===== src/hdl/psx_pkg.sv =====
// Shared types and codes for the PDU signal extractor.
package psx_pkg;

  // Input kind codes
  localparam logic KIND_WRITE   = 1'b0;
  localparam logic KIND_EXTRACT = 1'b1;

  // Byte order codes
  localparam logic [1:0] END_BIG    = 2'd0;
  localparam logic [1:0] END_LITTLE = 2'd1;
  localparam logic [1:0] END_OPAQUE = 2'd2;
  localparam logic [1:0] END_RSVD   = 2'd3;

  // Signal type codes
  localparam logic [3:0] TY_BOOL     = 4'd0;
  localparam logic [3:0] TY_U8       = 4'd1;
  localparam logic [3:0] TY_U16      = 4'd2;
  localparam logic [3:0] TY_U32      = 4'd3;
  localparam logic [3:0] TY_U64      = 4'd4;
  localparam logic [3:0] TY_U8_ARRAY = 4'd5;
  localparam logic [3:0] TY_DYN      = 4'd6;
  localparam logic [3:0] TY_S8       = 4'd7;
  localparam logic [3:0] TY_S16      = 4'd8;
  localparam logic [3:0] TY_S32      = 4'd9;
  localparam logic [3:0] TY_S64      = 4'd10;

  // Result status codes
  localparam logic [1:0] ST_OK    = 2'd0;
  localparam logic [1:0] ST_UNSUP = 2'd1;
  localparam logic [1:0] ST_EMPTY = 2'd2;

  // Command opcodes between front and back
  localparam logic [2:0] OP_WRITE = 3'd0;
  localparam logic [2:0] OP_COPY  = 3'd1;
  localparam logic [2:0] OP_EMPTY = 3'd2;
  localparam logic [2:0] OP_UNSUP = 3'd3;
  localparam logic [2:0] OP_NUM   = 3'd4;

  // Result width classes
  localparam logic [1:0] WC_8  = 2'd0;
  localparam logic [1:0] WC_16 = 2'd1;
  localparam logic [1:0] WC_32 = 2'd2;

  // Sizes
  localparam logic [6:0] MAX_COPY  = 7'd64;
  localparam int         NUM_BYTES = 5;
  localparam int         CQ_DEPTH  = 2;
  localparam int         CQ_AW     = 1;
  localparam int         RQ_DEPTH  = 4;
  localparam int         RQ_AW     = 2;

  // Classified command
  typedef struct packed {
    logic [2:0] op;
    logic [8:0] addr;     // write index, copy start byte or numeric anchor byte
    logic [7:0] data;     // write data
    logic [6:0] count;    // copy length in bytes
    logic [5:0] size;     // numeric bit size, 1..32
    logic [2:0] shift;    // bit offset inside the anchor byte
    logic       big_end;  // numeric bytes go downward from the anchor
    logic [1:0] wclass;
    logic       sgn;
  } cmd_t;

  // One result
  typedef struct packed {
    logic [31:0] value;
    logic [1:0]  status;
    logic        last;
  } res_t;

endpackage


===== src/hdl/psx_front.sv =====
// Front end: accepts input transactions, classifies them and queues commands.
module psx_front (
  input  logic              clk,
  input  logic              rst,
  input  logic              in_valid,
  output logic              in_stall,
  input  logic              kind,
  input  logic [5:0]        byte_index,
  input  logic [7:0]        byte_value,
  input  logic [8:0]        bit_position,
  input  logic [9:0]        bit_size,
  input  logic [1:0]        endianness,
  input  logic [3:0]        signal_type,
  output logic              cmd_valid,
  output psx_pkg::cmd_t     cmd,
  input  logic              cmd_pop
);

  psx_pkg::cmd_t              cls;
  logic [6:0]                 nbytes;
  psx_pkg::cmd_t              q [psx_pkg::CQ_DEPTH];
  logic [psx_pkg::CQ_AW-1:0]  wp;
  logic [psx_pkg::CQ_AW-1:0]  rp;
  logic [psx_pkg::CQ_AW:0]    cnt;
  logic                       push;

  // Classify the incoming transaction
  always_comb begin
    cls    = '0;
    nbytes = bit_size[9:3];
    if (kind == psx_pkg::KIND_WRITE) begin
      cls.op   = psx_pkg::OP_WRITE;
      cls.addr = 9'(byte_index);
      cls.data = byte_value;
    end else if (endianness == psx_pkg::END_OPAQUE || signal_type == psx_pkg::TY_U8_ARRAY) begin
      cls.addr  = 9'(bit_position[8:3]);
      cls.count = (nbytes > psx_pkg::MAX_COPY) ? psx_pkg::MAX_COPY : nbytes;
      cls.op    = (nbytes == 7'd0) ? psx_pkg::OP_EMPTY : psx_pkg::OP_COPY;
    end else if (endianness == psx_pkg::END_RSVD || signal_type == psx_pkg::TY_U64 ||
                 signal_type == psx_pkg::TY_DYN || signal_type >= psx_pkg::TY_S64) begin
      cls.op = psx_pkg::OP_UNSUP;
    end else begin
      cls.op      = psx_pkg::OP_NUM;
      cls.addr    = 9'(bit_position[8:3]);
      cls.shift   = bit_position[2:0];
      cls.big_end = (endianness == psx_pkg::END_BIG);
      if (bit_size == 10'd0) begin
        cls.size = 6'd1;
      end else if (bit_size > 10'd32) begin
        cls.size = 6'd32;
      end else begin
        cls.size = bit_size[5:0];
      end
      cls.sgn = (signal_type == psx_pkg::TY_S8 || signal_type == psx_pkg::TY_S16 ||
                 signal_type == psx_pkg::TY_S32);
      if (signal_type == psx_pkg::TY_BOOL || signal_type == psx_pkg::TY_U8 ||
          signal_type == psx_pkg::TY_S8) begin
        cls.wclass = psx_pkg::WC_8;
      end else if (signal_type == psx_pkg::TY_U16 || signal_type == psx_pkg::TY_S16) begin
        cls.wclass = psx_pkg::WC_16;
      end else begin
        cls.wclass = psx_pkg::WC_32;
      end
    end
  end

  // Command queue
  assign in_stall  = (cnt == (psx_pkg::CQ_AW+1)'(psx_pkg::CQ_DEPTH));
  assign push      = in_valid && !in_stall;
  assign cmd_valid = (cnt != '0);
  assign cmd       = q[rp];

  always_ff @(posedge clk) begin
    if (push) begin
      q[wp] <= cls;
    end
  end

  always_ff @(posedge clk) begin
    if (rst) begin
      wp  <= '0;
      rp  <= '0;
      cnt <= '0;
    end else begin
      if (push) begin
        wp <= wp + 1'b1;
      end
      if (cmd_pop) begin
        rp <= rp + 1'b1;
      end
      cnt <= cnt + (psx_pkg::CQ_AW+1)'(push) - (psx_pkg::CQ_AW+1)'(cmd_pop);
    end
  end

endmodule


===== src/hdl/psx_back.sv =====
// Back end: PDU buffer, byte gathering, numeric extraction and result queue.
module psx_back #(
  parameter int PDU_BYTES = 64
) (
  input  logic              clk,
  input  logic              rst,
  input  logic              cmd_valid,
  input  psx_pkg::cmd_t     cmd,
  output logic              cmd_pop,
  output logic              out_valid,
  input  logic              out_stall,
  output logic [31:0]       value,
  output logic [1:0]        status,
  output logic              last
);

  localparam int         AW     = (PDU_BYTES > 1) ? $clog2(PDU_BYTES) : 1;
  localparam logic [8:0] DEPTH9 = 9'(PDU_BYTES);

  localparam logic [1:0] ST_IDLE = 2'd0;
  localparam logic [1:0] ST_NUM  = 2'd1;
  localparam logic [1:0] ST_COPY = 2'd2;

  logic [7:0]                mem [PDU_BYTES];
  logic [PDU_BYTES-1:0]      written;

  logic [1:0]                state;
  psx_pkg::cmd_t             cur;
  logic [6:0]                k;
  logic                      rd_pend;
  logic                      rd_num;
  logic                      rd_last;
  logic                      rd_hit;
  logic [7:0]                mem_q;
  logic [31:0]               acc;

  psx_pkg::res_t             rq [psx_pkg::RQ_DEPTH];
  logic [psx_pkg::RQ_AW-1:0] rq_wp;
  logic [psx_pkg::RQ_AW-1:0] rq_rp;
  logic [psx_pkg::RQ_AW:0]   rq_cnt;
  logic                      rq_room;
  logic                      rq_room_pend;
  logic                      rq_pop;

  logic [8:0]                idx9;
  logic                      idx_ok;
  logic                      issue;
  logic                      last_issue;
  logic                      wr_en;
  logic                      idle_push;
  logic [1:0]                idle_status;
  logic [7:0]                rd_byte;
  logic [39:0]               word;
  logic [31:0]               shifted;
  logic [31:0]               mask;
  logic [31:0]               signmask;
  logic [31:0]               ext;
  logic                      res_push;
  psx_pkg::res_t             res_in;

  // Queue space checks
  assign rq_room      = (rq_cnt < (psx_pkg::RQ_AW+1)'(psx_pkg::RQ_DEPTH));
  assign rq_room_pend = ((rq_cnt + (psx_pkg::RQ_AW+1)'(rd_pend)) <
                         (psx_pkg::RQ_AW+1)'(psx_pkg::RQ_DEPTH));

  // Command dispatch while idle
  always_comb begin
    cmd_pop     = 1'b0;
    idle_push   = 1'b0;
    idle_status = psx_pkg::ST_OK;
    if (state == ST_IDLE && !rd_pend && cmd_valid) begin
      unique case (cmd.op)
        psx_pkg::OP_WRITE, psx_pkg::OP_COPY: begin
          cmd_pop = 1'b1;
        end
        psx_pkg::OP_NUM: begin
          cmd_pop = rq_room;
        end
        psx_pkg::OP_UNSUP: begin
          cmd_pop     = rq_room;
          idle_push   = rq_room;
          idle_status = psx_pkg::ST_UNSUP;
        end
        psx_pkg::OP_EMPTY: begin
          cmd_pop     = rq_room;
          idle_push   = rq_room;
          idle_status = psx_pkg::ST_EMPTY;
        end
        default: begin
          cmd_pop = 1'b1;
        end
      endcase
    end
  end

  assign wr_en = cmd_pop && (cmd.op == psx_pkg::OP_WRITE) && (cmd.addr < DEPTH9);

  // Read address sequencing
  assign idx9   = cur.big_end ? (cur.addr - 9'(k)) : (cur.addr + 9'(k));
  assign idx_ok = !idx9[8] && (idx9 < DEPTH9);

  always_comb begin
    issue      = 1'b0;
    last_issue = 1'b0;
    unique case (state)
      ST_NUM: begin
        issue      = 1'b1;
        last_issue = (k == 7'(psx_pkg::NUM_BYTES - 1));
      end
      ST_COPY: begin
        issue      = rq_room_pend;
        last_issue = (k == cur.count - 7'd1);
      end
      default: begin
        issue      = 1'b0;
        last_issue = 1'b0;
      end
    endcase
  end

  // Numeric extraction from the five gathered bytes
  assign rd_byte  = rd_hit ? mem_q : 8'd0;
  assign word     = {rd_byte, acc};
  assign shifted  = 32'(word >> cur.shift);
  assign mask     = 32'hFFFF_FFFF >> (6'd32 - cur.size);
  assign signmask = ~(mask >> 1);

  always_comb begin
    ext = shifted & mask;
    if (cur.sgn && ((ext & signmask) != 32'd0)) begin
      ext = ext | signmask;
    end
    unique case (cur.wclass)
      psx_pkg::WC_8:  ext = ext & 32'h0000_00FF;
      psx_pkg::WC_16: ext = ext & 32'h0000_FFFF;
      default:        ext = ext;
    endcase
  end

  // Result selection
  always_comb begin
    res_push = 1'b0;
    res_in   = '0;
    if (rd_pend) begin
      res_push = !rd_num || rd_last;
      if (rd_num) begin
        res_in.value = ext;
        res_in.last  = 1'b1;
      end else begin
        res_in.value = 32'(rd_byte);
        res_in.last  = rd_last;
      end
      res_in.status = psx_pkg::ST_OK;
    end else if (idle_push) begin
      res_push      = 1'b1;
      res_in.value  = 32'd0;
      res_in.status = idle_status;
      res_in.last   = 1'b1;
    end
  end

  // PDU buffer
  always_ff @(posedge clk) begin
    if (wr_en) begin
      mem[cmd.addr[AW-1:0]] <= cmd.data;
    end
    if (issue) begin
      mem_q <= mem[idx9[AW-1:0]];
    end
  end

  always_ff @(posedge clk) begin
    if (rst) begin
      written <= '0;
    end else if (wr_en) begin
      written[cmd.addr[AW-1:0]] <= 1'b1;
    end
  end

  // Payload registers of the executor
  always_ff @(posedge clk) begin
    if (issue) begin
      rd_hit <= idx_ok && written[idx9[AW-1:0]];
    end
    if (rd_pend && rd_num) begin
      acc <= {rd_byte, acc[31:8]};
    end
    if (cmd_pop) begin
      cur <= cmd;
    end
  end

  // Executor control
  always_ff @(posedge clk) begin
    if (rst) begin
      state   <= ST_IDLE;
      k       <= '0;
      rd_pend <= 1'b0;
      rd_num  <= 1'b0;
      rd_last <= 1'b0;
    end else begin
      rd_pend <= issue;
      rd_num  <= (state == ST_NUM);
      rd_last <= last_issue;
      unique case (state)
        ST_IDLE: begin
          k <= '0;
          if (cmd_pop && cmd.op == psx_pkg::OP_NUM) begin
            state <= ST_NUM;
          end else if (cmd_pop && cmd.op == psx_pkg::OP_COPY) begin
            state <= ST_COPY;
          end
        end
        ST_NUM, ST_COPY: begin
          if (issue) begin
            k <= k + 7'd1;
            if (last_issue) begin
              state <= ST_IDLE;
            end
          end
        end
        default: begin
          state <= ST_IDLE;
        end
      endcase
    end
  end

  // Result queue
  assign rq_pop    = out_valid && !out_stall;
  assign out_valid = (rq_cnt != '0);
  assign value     = rq[rq_rp].value;
  assign status    = rq[rq_rp].status;
  assign last      = rq[rq_rp].last;

  always_ff @(posedge clk) begin
    if (res_push) begin
      rq[rq_wp] <= res_in;
    end
  end

  always_ff @(posedge clk) begin
    if (rst) begin
      rq_wp  <= '0;
      rq_rp  <= '0;
      rq_cnt <= '0;
    end else begin
      if (res_push) begin
        rq_wp <= rq_wp + 1'b1;
      end
      if (rq_pop) begin
        rq_rp <= rq_rp + 1'b1;
      end
      rq_cnt <= rq_cnt + (psx_pkg::RQ_AW+1)'(res_push) - (psx_pkg::RQ_AW+1)'(rq_pop);
    end
  end

endmodule


===== src/hdl/pdu_signal_extractor_core.sv =====
// Top level of the PDU signal extractor.
// Unpacks signals from a PDU byte buffer of PDU_BYTES bytes (zero after reset). A write
// transaction stores one byte. A numeric extract reads five bytes through the single
// buffer read port, one per cycle, then masks and sign-extends. An opaque copy streams
// one byte result per cycle while the result queue has room. The executor waits for its
// last read to drain before it takes the next item. A two-entry command queue sits in
// front of the executor and a four-entry result queue behind it, so input and output
// stall independently.
module pdu_signal_extractor_core #(
  parameter int PDU_BYTES = 64
) (
  input  logic        clk,
  input  logic        rst,
  input  logic        in_valid,
  output logic        in_stall,
  input  logic        kind,
  input  logic [5:0]  byte_index,
  input  logic [7:0]  byte_value,
  input  logic [8:0]  bit_position,
  input  logic [9:0]  bit_size,
  input  logic [1:0]  endianness,
  input  logic [3:0]  signal_type,
  output logic        out_valid,
  input  logic        out_stall,
  output logic [31:0] value,
  output logic [1:0]  status,
  output logic        last
);

  logic          cmd_valid;
  psx_pkg::cmd_t cmd;
  logic          cmd_pop;

  // Classifier and command queue
  psx_front u_front (
    .clk          (clk),
    .rst          (rst),
    .in_valid     (in_valid),
    .in_stall     (in_stall),
    .kind         (kind),
    .byte_index   (byte_index),
    .byte_value   (byte_value),
    .bit_position (bit_position),
    .bit_size     (bit_size),
    .endianness   (endianness),
    .signal_type  (signal_type),
    .cmd_valid    (cmd_valid),
    .cmd          (cmd),
    .cmd_pop      (cmd_pop)
  );

  // Executor with buffer and result queue
  psx_back #(
    .PDU_BYTES (PDU_BYTES)
  ) u_back (
    .clk       (clk),
    .rst       (rst),
    .cmd_valid (cmd_valid),
    .cmd       (cmd),
    .cmd_pop   (cmd_pop),
    .out_valid (out_valid),
    .out_stall (out_stall),
    .value     (value),
    .status    (status),
    .last      (last)
  );

endmodule


===== config.mk =====
export PLATFORM = sky130hd
export DESIGN_NAME = pdu_signal_extractor_core
export DESIGN_NICKNAME = d
export VERILOG_FILES = /design/src/hdl/psx_pkg.sv /design/src/hdl/psx_front.sv /design/src/hdl/psx_back.sv /design/src/hdl/pdu_signal_extractor_core.sv
export SDC_FILE = /design/constraint.sdc
export NUM_CORES = 1
export LEC_CHECK = 0
export BUFFER_PORTS_ARGS = -buffer_cell sky130_fd_sc_hd__clkbuf_2
export CORE_UTILIZATION = 50
export CTS_BUF_LIST = sky130_fd_sc_hd__clkbuf_16
export CTS_CLUSTER_SIZE = 12
export DETAILED_ROUTE_END_ITERATION = 16
export PLACE_DENSITY = 0.66
export SLEW_MARGIN = 20
export SYNTH_ARGS = -nofsm -noshare
export SYNTH_HDL_FRONTEND = slang
export SYNTH_SLANG_ARGS = --single-unit

===== constraint.sdc =====
create_clock -name clk -period 5.02 [get_ports clk]
set_clock_uncertainty 0.1 [all_clocks]
set_input_delay 0.251 -clock clk [delete_from_list [all_inputs] [get_ports clk]]
set_output_delay 0.251 -clock clk [all_outputs]
set_load 0.01 [all_outputs]

==> impl_metrics.json, run 1 <==
{
  "grt_max_degree": 73,
  "cts_num_sinks": 883,
  "top_layer_used": "met5",
  "layout-drive-gt1-share_pct": 24.5,
  "p_leak_nw": 13.8,
  "grt_pass1_vias": 20700,
  "stdcell_count": 3352,
  "crit_path_end": "u_back.mem_q[7]",
  "r2r_slack_ns": 0.62,
  "crit_arrival_ns": 4.67,
  "hold_viol": 0,
  "h-tree-depth": 3,
  "failed_checks": "DRC",
  "crit_top_cell": "mux4_2",
  "synthFlopType": "edfxtp_1",
  "cp-startpoint": "u_back.k[0]",
  "synth_edf_count": 793,
  "min_from": "signal_type[3]",
  "wl_met1_um": 34600,
  "fmax_ghz": 0.227,
  "dieArea_um2": 75300,
  "crit_fanout": 72,
  "cts_buffer_depth": 3,
  "cts_setup_buffers": 0,
  "synthesis.nets": 2214,
  "peakVddDrop_mv": 0.331,
  "crit_path_max_incr_delay_ns": 1.10,
  "finalMaxSlewViolations": 0,
  "met3_wirelength_um": 5660,
  "avgViaCountPerCell": 6.17,
  "dp.cells": 3157,
  "post_synth_num_cell_types": 77,
  "drtIter0Drc": 2162,
  "die_x_um": 274,
  "crit_path_top_delay_cell": "fa_4",
  "crit_buf_inv": 2,
  "gp_congestion": 0.968,
  "maxCapViolCount": 0,
  "syn2layout_area_growth_pct": 13.7,
  "initial_core_util_pct": 50.7,
  "status": "finished, violations left",
  "max_slew_margin_pct": 20.0,
  "post_cts_resized": 0,
  "cts_buffers": 90,
  "r2r_start": "u_back.k[0]",
  "dp_hpwl_um": 57900,
  "clkSlewWorstSetupHoldPaths_ns": 0.06,
  "synth_cells": 2143,
  "synth-warning-count": 0,
  "core-area_um2": 73200,
  "io-pin-count": 81,
  "die_h_um": 274,
  "ys_ff_latch": 883,
  "clock_latency_ns": 0.64,
  "hp-class": "in -> reg",
  "ctsHoldBuffers": 40,
  "worst_ep_required_time_ns": 5.29,
  "setup_tns_ns": 0,
  "post_drt_wl_per_cell_um": 26.6,
  "yosysSeqAreaShare_pct": 69.1,
  "rsz0062_at_grt": "no",
  "ys_async_sr_fraction_pct": 0,
  "criticalPathCategory": "reg -> reg",
  "final_common_cell": "edfxtp_1",
  "num_rows": 99,
  "reg2reg_depth": 8,
  "layout_min_cycle_time_ns": 4.40,
  "worstSetupPathDepth": 8,
  "setup_violations": 0,
  "track_usage_pct": 24.0,
  "grt_pass1_wl_um": 132000,
  "nNetsFinal": 2402,
  "routed_wl_um": 89300,
  "path_delay_family": "multiplexers",
  "vias": 20700,
  "syn_area_per_cell_um2": 17.3,
  "drtPass1Iterations": 12,
  "met2_length_um": 45900,
  "clockRootBuffer": "clkbuf_16",
  "fin_crit_sh_pct": 87.7,
  "netlist_area_um2": 37100,
  "drc_errors": 3,
  "grt_remaining_overflow": 0,
  "worstSetupEndpointType": "flip-flop",
  "hold_depth": 3,
  "portBuffers": 80,
  "tritoncts": "yes",
  "antenna_found_initial": 3,
  "tightest_slew_ns": 1.20,
  "reg2reg_to": "u_back.mem_q[7]",
  "ant_nets": 0,
  "final_cell_mix": "793 x edfxtp_1, 243 x mux4_2, 203 x nor2_1",
  "worstPathCellList": "inv_1 -> ha_1 -> mux2i_1 -> fa_4 -> buf_12 -> mux4_2 -> mux4_2 -> mux4_2",
  "powerDensity_nw_per_um2": 547,
  "cp-start-kind": "flip-flop"
}
==> metrics by stage <==
stage | hold WS (ns) | worst slack (ns) | instance area (um2) | total power [mW] | utilization, %
final | 0.0896 | 0.619 | 42200 | 23.1 | 57.6
after floorplan | 0.331 | 0.318 | 37100 | 14.4 | -
after detailed placement | 0.351 | 0.642 | 39100 | 17.1 | 53.4
after global placement | 0.343 | 0.636 | 39100 | 17.0 | 53.3
after global routing | 0.0749 | 0.434 | 42200 | 23.9 | 57.6
after CTS | 0.0240 | 0.627 | 42100 | 23.1 | 57.5
==> flip-flops by register name (all words and copies together), names as in the netlist, 2 cells and up, named ones only <==
signal          cells
u_back.mem_q        8
u_back.rq_cnt       3
u_back.mem        512
u_back.rq_rp        2
u_back.cur         26
u_front.cnt         2
u_back.acc         32
u_back.rq_wp        2
u_back.written     64
u_back.state        2
u_back.k            7
u_back.rq         140
u_front.q          74
==> area by class of cell <==
| cell class | count | area [um2] |
|---|---|---|
| Antenna cell | 1 | 2.50 |
| Multi-Input combinational cell | 1104 | 11000 |
| Timing Repair Buffer | 198 | 1510 |
| Clock buffer | 92 | 2300 |
| Inverter | 54 | 203 |
| Clock inverter | 61 | 350 |
| Sequential cell | 883 | 25600 |
| Fill cell | 5461 | 31000 |
| Tap cell | 959 | 1200 |
==> cells in the mapped netlist (25+ instances only) <==
library cell | number | area (um2)
nand2_1 | 103 | 387
inv_1 | 51 | 191
clkbuf_1 | 67 | 251
mux2i_1 | 49 | 490
o21ai_0 | 37 | 185
a21oi_1 | 89 | 445
edfxtp_1 | 793 | 23800
mux4_2 | 243 | 5470
mux2_2 | 45 | 507
nor2_1 | 209 | 785
nor2b_1 | 25 | 156
ha_1 | 25 | 313
dfxtp_1 | 90 | 1800
==> worst register-to-register path, delay by kind of cell, from the launching register on <==
kind | cells | cell delay, ns
mux | 4 | 1.56
flops | 1 | 0.51
fa+ha+maj | 2 | 1.42
buf+inv | 2 | 0.53
==> metal layers <==
metal / vias to the layer above / GRT usage (%)
li1: 8935 / -
met3: 222 / 3.88
met2: 895 / 41.8
met1: 10600 / 30.9
met5: - / 0
met4: 4 / 7.75
==> cell families (layout without fill, tap and decap cells) <==
logic type      count (synthesis)  in the layout  share of synthesized area (%)
fa+ha+maj                      28             28                          0.978
other cells                     0              1                              0
simple gates                  460            460                           5.72
xor+xnor                       34             34                          0.840
flops                         883            883                           69.1
mux                           337            337                           17.4
compound gates                245            245                           4.28
buf+inv                       156            405                           1.67
==> worst min path at each step <==
stage,to
global placement,u_back.written[54]
finish,u_front.q[1][0]
global route,u_front.q[0][0]
CTS,u_front.q[0][0]
detailed placement,u_back.written[20]
floorplan,u_back.written[0]
==> report_power, final <==
part / internal [mW] / switching (mW)
logic: 3.35 / 4.47
clock network: 3.40 / 2.64
registers: 8.84 / 0.358
(Power assumes the default switching activity.)
==> run 2: changes to the inputs <==
--- a/config.mk
+++ b/config.mk
@@ -5,11 +5,11 @@
 export SDC_FILE = /design/constraint.sdc
 export NUM_CORES = 1
 export LEC_CHECK = 0
-export BUFFER_PORTS_ARGS = -buffer_cell sky130_fd_sc_hd__clkbuf_2
 export CORE_UTILIZATION = 50
 export CTS_BUF_LIST = sky130_fd_sc_hd__clkbuf_16
 export CTS_CLUSTER_SIZE = 12
 export DETAILED_ROUTE_END_ITERATION = 16
+export DONT_BUFFER_PORTS = 1
 export PLACE_DENSITY = 0.66
 export SLEW_MARGIN = 20
 export SYNTH_ARGS = -nofsm -noshare
==> constraint.sdc (replaced) <==
create_clock -name clk -period 5.02 [get_ports clk]
set_clock_uncertainty 0.1 [all_clocks]
set_input_delay 0.753 -clock clk [delete_from_list [all_inputs] [get_ports clk]]
set_output_delay 0.753 -clock clk [all_outputs]
set_load 0.01 [all_outputs]
==> impl_metrics.json, run 2 (synthesized netlist as in run 1, its figures left out) <==
{
  "crit_path_top_delay_cell": "fa_4",
  "hold_depth": 1,
  "avgViaCountPerCell": 6.17,
  "die_h_um": 274,
  "grt_pass1_vias": 20300,
  "dieArea_um2": 75300,
  "finalMaxSlewViolations": 0,
  "portBuffers": 0,
  "max_slew_margin_pct": 28.9,
  "clock_latency_ns": 0.65,
  "finalWorstSetupSlack_ns": 0.601,
  "seq_area_um2": 25600,
  "layout-drive-gt1-share_pct": 23.4,
  "hold_viol": 0,
  "rsz0062_at_grt": "no",
  "dp_slack_ns": 0.620,
  "layout_min_cycle_time_ns": 4.42,
  "largest_reg_flops": 512,
  "clkSlewWorstSetupHoldPaths_ns": 0.06,
  "antenna_found_initial": 0,
  "r2r_start": "u_back.k[0]",
  "worstPathCellList": "inv_1 -> ha_1 -> mux2i_1 -> fa_4 -> buf_12 -> mux4_2 -> mux4_2 -> mux4_2",
  "routed_wl_um": 88900,
  "crit_arrival_ns": 4.68,
  "status": "finished, violations left",
  "powerDensity_nw_per_um2": 556,
  "cts_buffer_depth": 3,
  "ctsHoldBuffers": 0,
  "failed_checks": "DRC",
  "peakVddDrop_mv": 0.342,
  "cts_num_sinks": 883,
  "num-fill-cells": 5467,
  "post_cts_resized": 0,
  "gp_congestion": 0.975,
  "initial_core_util_pct": 50.7,
  "setup_violations": 0,
  "maxCapViolCount": 0,
  "syn2layout_area_growth_pct": 12.2,
  "diodes": 0,
  "fmax_ghz": 0.226,
  "multi_input_comb_area_um2": 11000,
  "tightest_slew_ns": 1.07,
  "drtPass1Iterations": 11,
  "io-pin-count": 81,
  "track_usage_pct": 24.1,
  "num_rows": 99,
  "dp_hpwl_um": 57800,
  "crit_path_max_incr_delay_ns": 1.05,
  "setup_tns_ns": 0,
  "reg2reg_depth": 8,
  "clockRootBuffer": "clkbuf_16",
  "cp-start-kind": "flip-flop",
  "grt_max_degree": 88,
  "core-area_um2": 73200,
  "worst_ep_required_time_ns": 5.28,
  "vias": 20100,
  "drtIter0Drc": 2105,
  "fin_util_pct": 56.8,
  "cts_buffers": 91,
  "grt_pass1_wl_um": 132000,
  "crit_top_cell": "mux4_2",
  "crit_fanout": 79,
  "final_common_cell": "edfxtp_1",
  "criticalPathCategory": "reg -> reg",
  "die_x_um": 274,
  "cts_setup_buffers": 0,
  "p_leak_nw": 13.5,
  "hp-class": "in -> reg",
  "post_drt_wl_per_cell_um": 27.2,
  "nNetsFinal": 2314,
  "min_from": "rst",
  "cp-startpoint": "u_back.k[0]",
  "fin_crit_sh_pct": 88.0,
  "final_cell_mix": "793 x edfxtp_1, 243 x mux4_2, 208 x nor2_1",
  "h-tree-depth": 3,
  "grt_remaining_overflow": 0,
  "worstSetupEndpointType": "flip-flop",
  "tritoncts": "yes",
  "p_total_mw": 23.1,
  "drc_errors": 3,
  "ant_nets": 0,
  "hold_slack_ns": 0.102
}
-- run 2: changes by cell type in the layout (fill, tap and decap cells not counted), sizes merged --
| cell | delta |
|---|---|
| dlygate4sd3 | -40 |
| clkinv | +8 |
| clkbuf | -80 |
| inv | -8 |
| diode | -1 |
| buf | +31 |
-- run 2: worst paths after layout --
path                        to  slack [ns]
max            u_back.mem_q[7]        0.60
min                  flip-flop        0.10
max reg2reg    u_back.mem_q[7]        0.60
min reg2reg  u_back.written[7]        0.37
-- run 2: per-layer routing --
layer	up-vias	GRT usage, %	share of wire, %	wire length (um)
met4	0	7.88	3.5	3080
met3	191	3.56	5.6	4940
met5	-	0	0	0
li1	8768	-	-	-
met1	10400	31.1	39	34900
met2	742	41.8	52	45900
-- run 2: layout make-up --
cell class / count / area share (%)
flip-flops and latches: 883 / 61.6
multi-input cells: 1104 / 26.4
clock buffers: 92 / 5.53
well taps: 959 / 2.88
repair buffers: 109 / 2.29
clock inverters: 61 / 0.848
inverters: 54 / 0.487
-- run 2: where the power goes --
| part | total (mW) | switching, mW | leakage (nW) | internal, mW |
|---|---|---|---|---|
| Clock | 6.09 | 2.68 | 1.41 | 3.40 |
| Combinational | 7.89 | 4.57 | 4.22 | 3.32 |
| Sequential | 9.16 | 0.316 | 7.83 | 8.84 |
-- run 2: per-stage QoR --
stage | area (um2) | std cells
5_1_grt | 41600 | 3262
2_1_floorplan | 37100 | 2143
4_1_cts | 41600 | 3260
3_3_place_gp | 38900 | 3107
6_report | 41600 | 3262
3_5_place_dp | 38900 | 3107
-- run 2: worst max-delay path: cells and delay by family (launching register included) --
family,cells,cell delay [ns]
fa+ha+maj,2,1.37
buf+inv,2,0.53
flops,1,0.53
mux,4,1.53
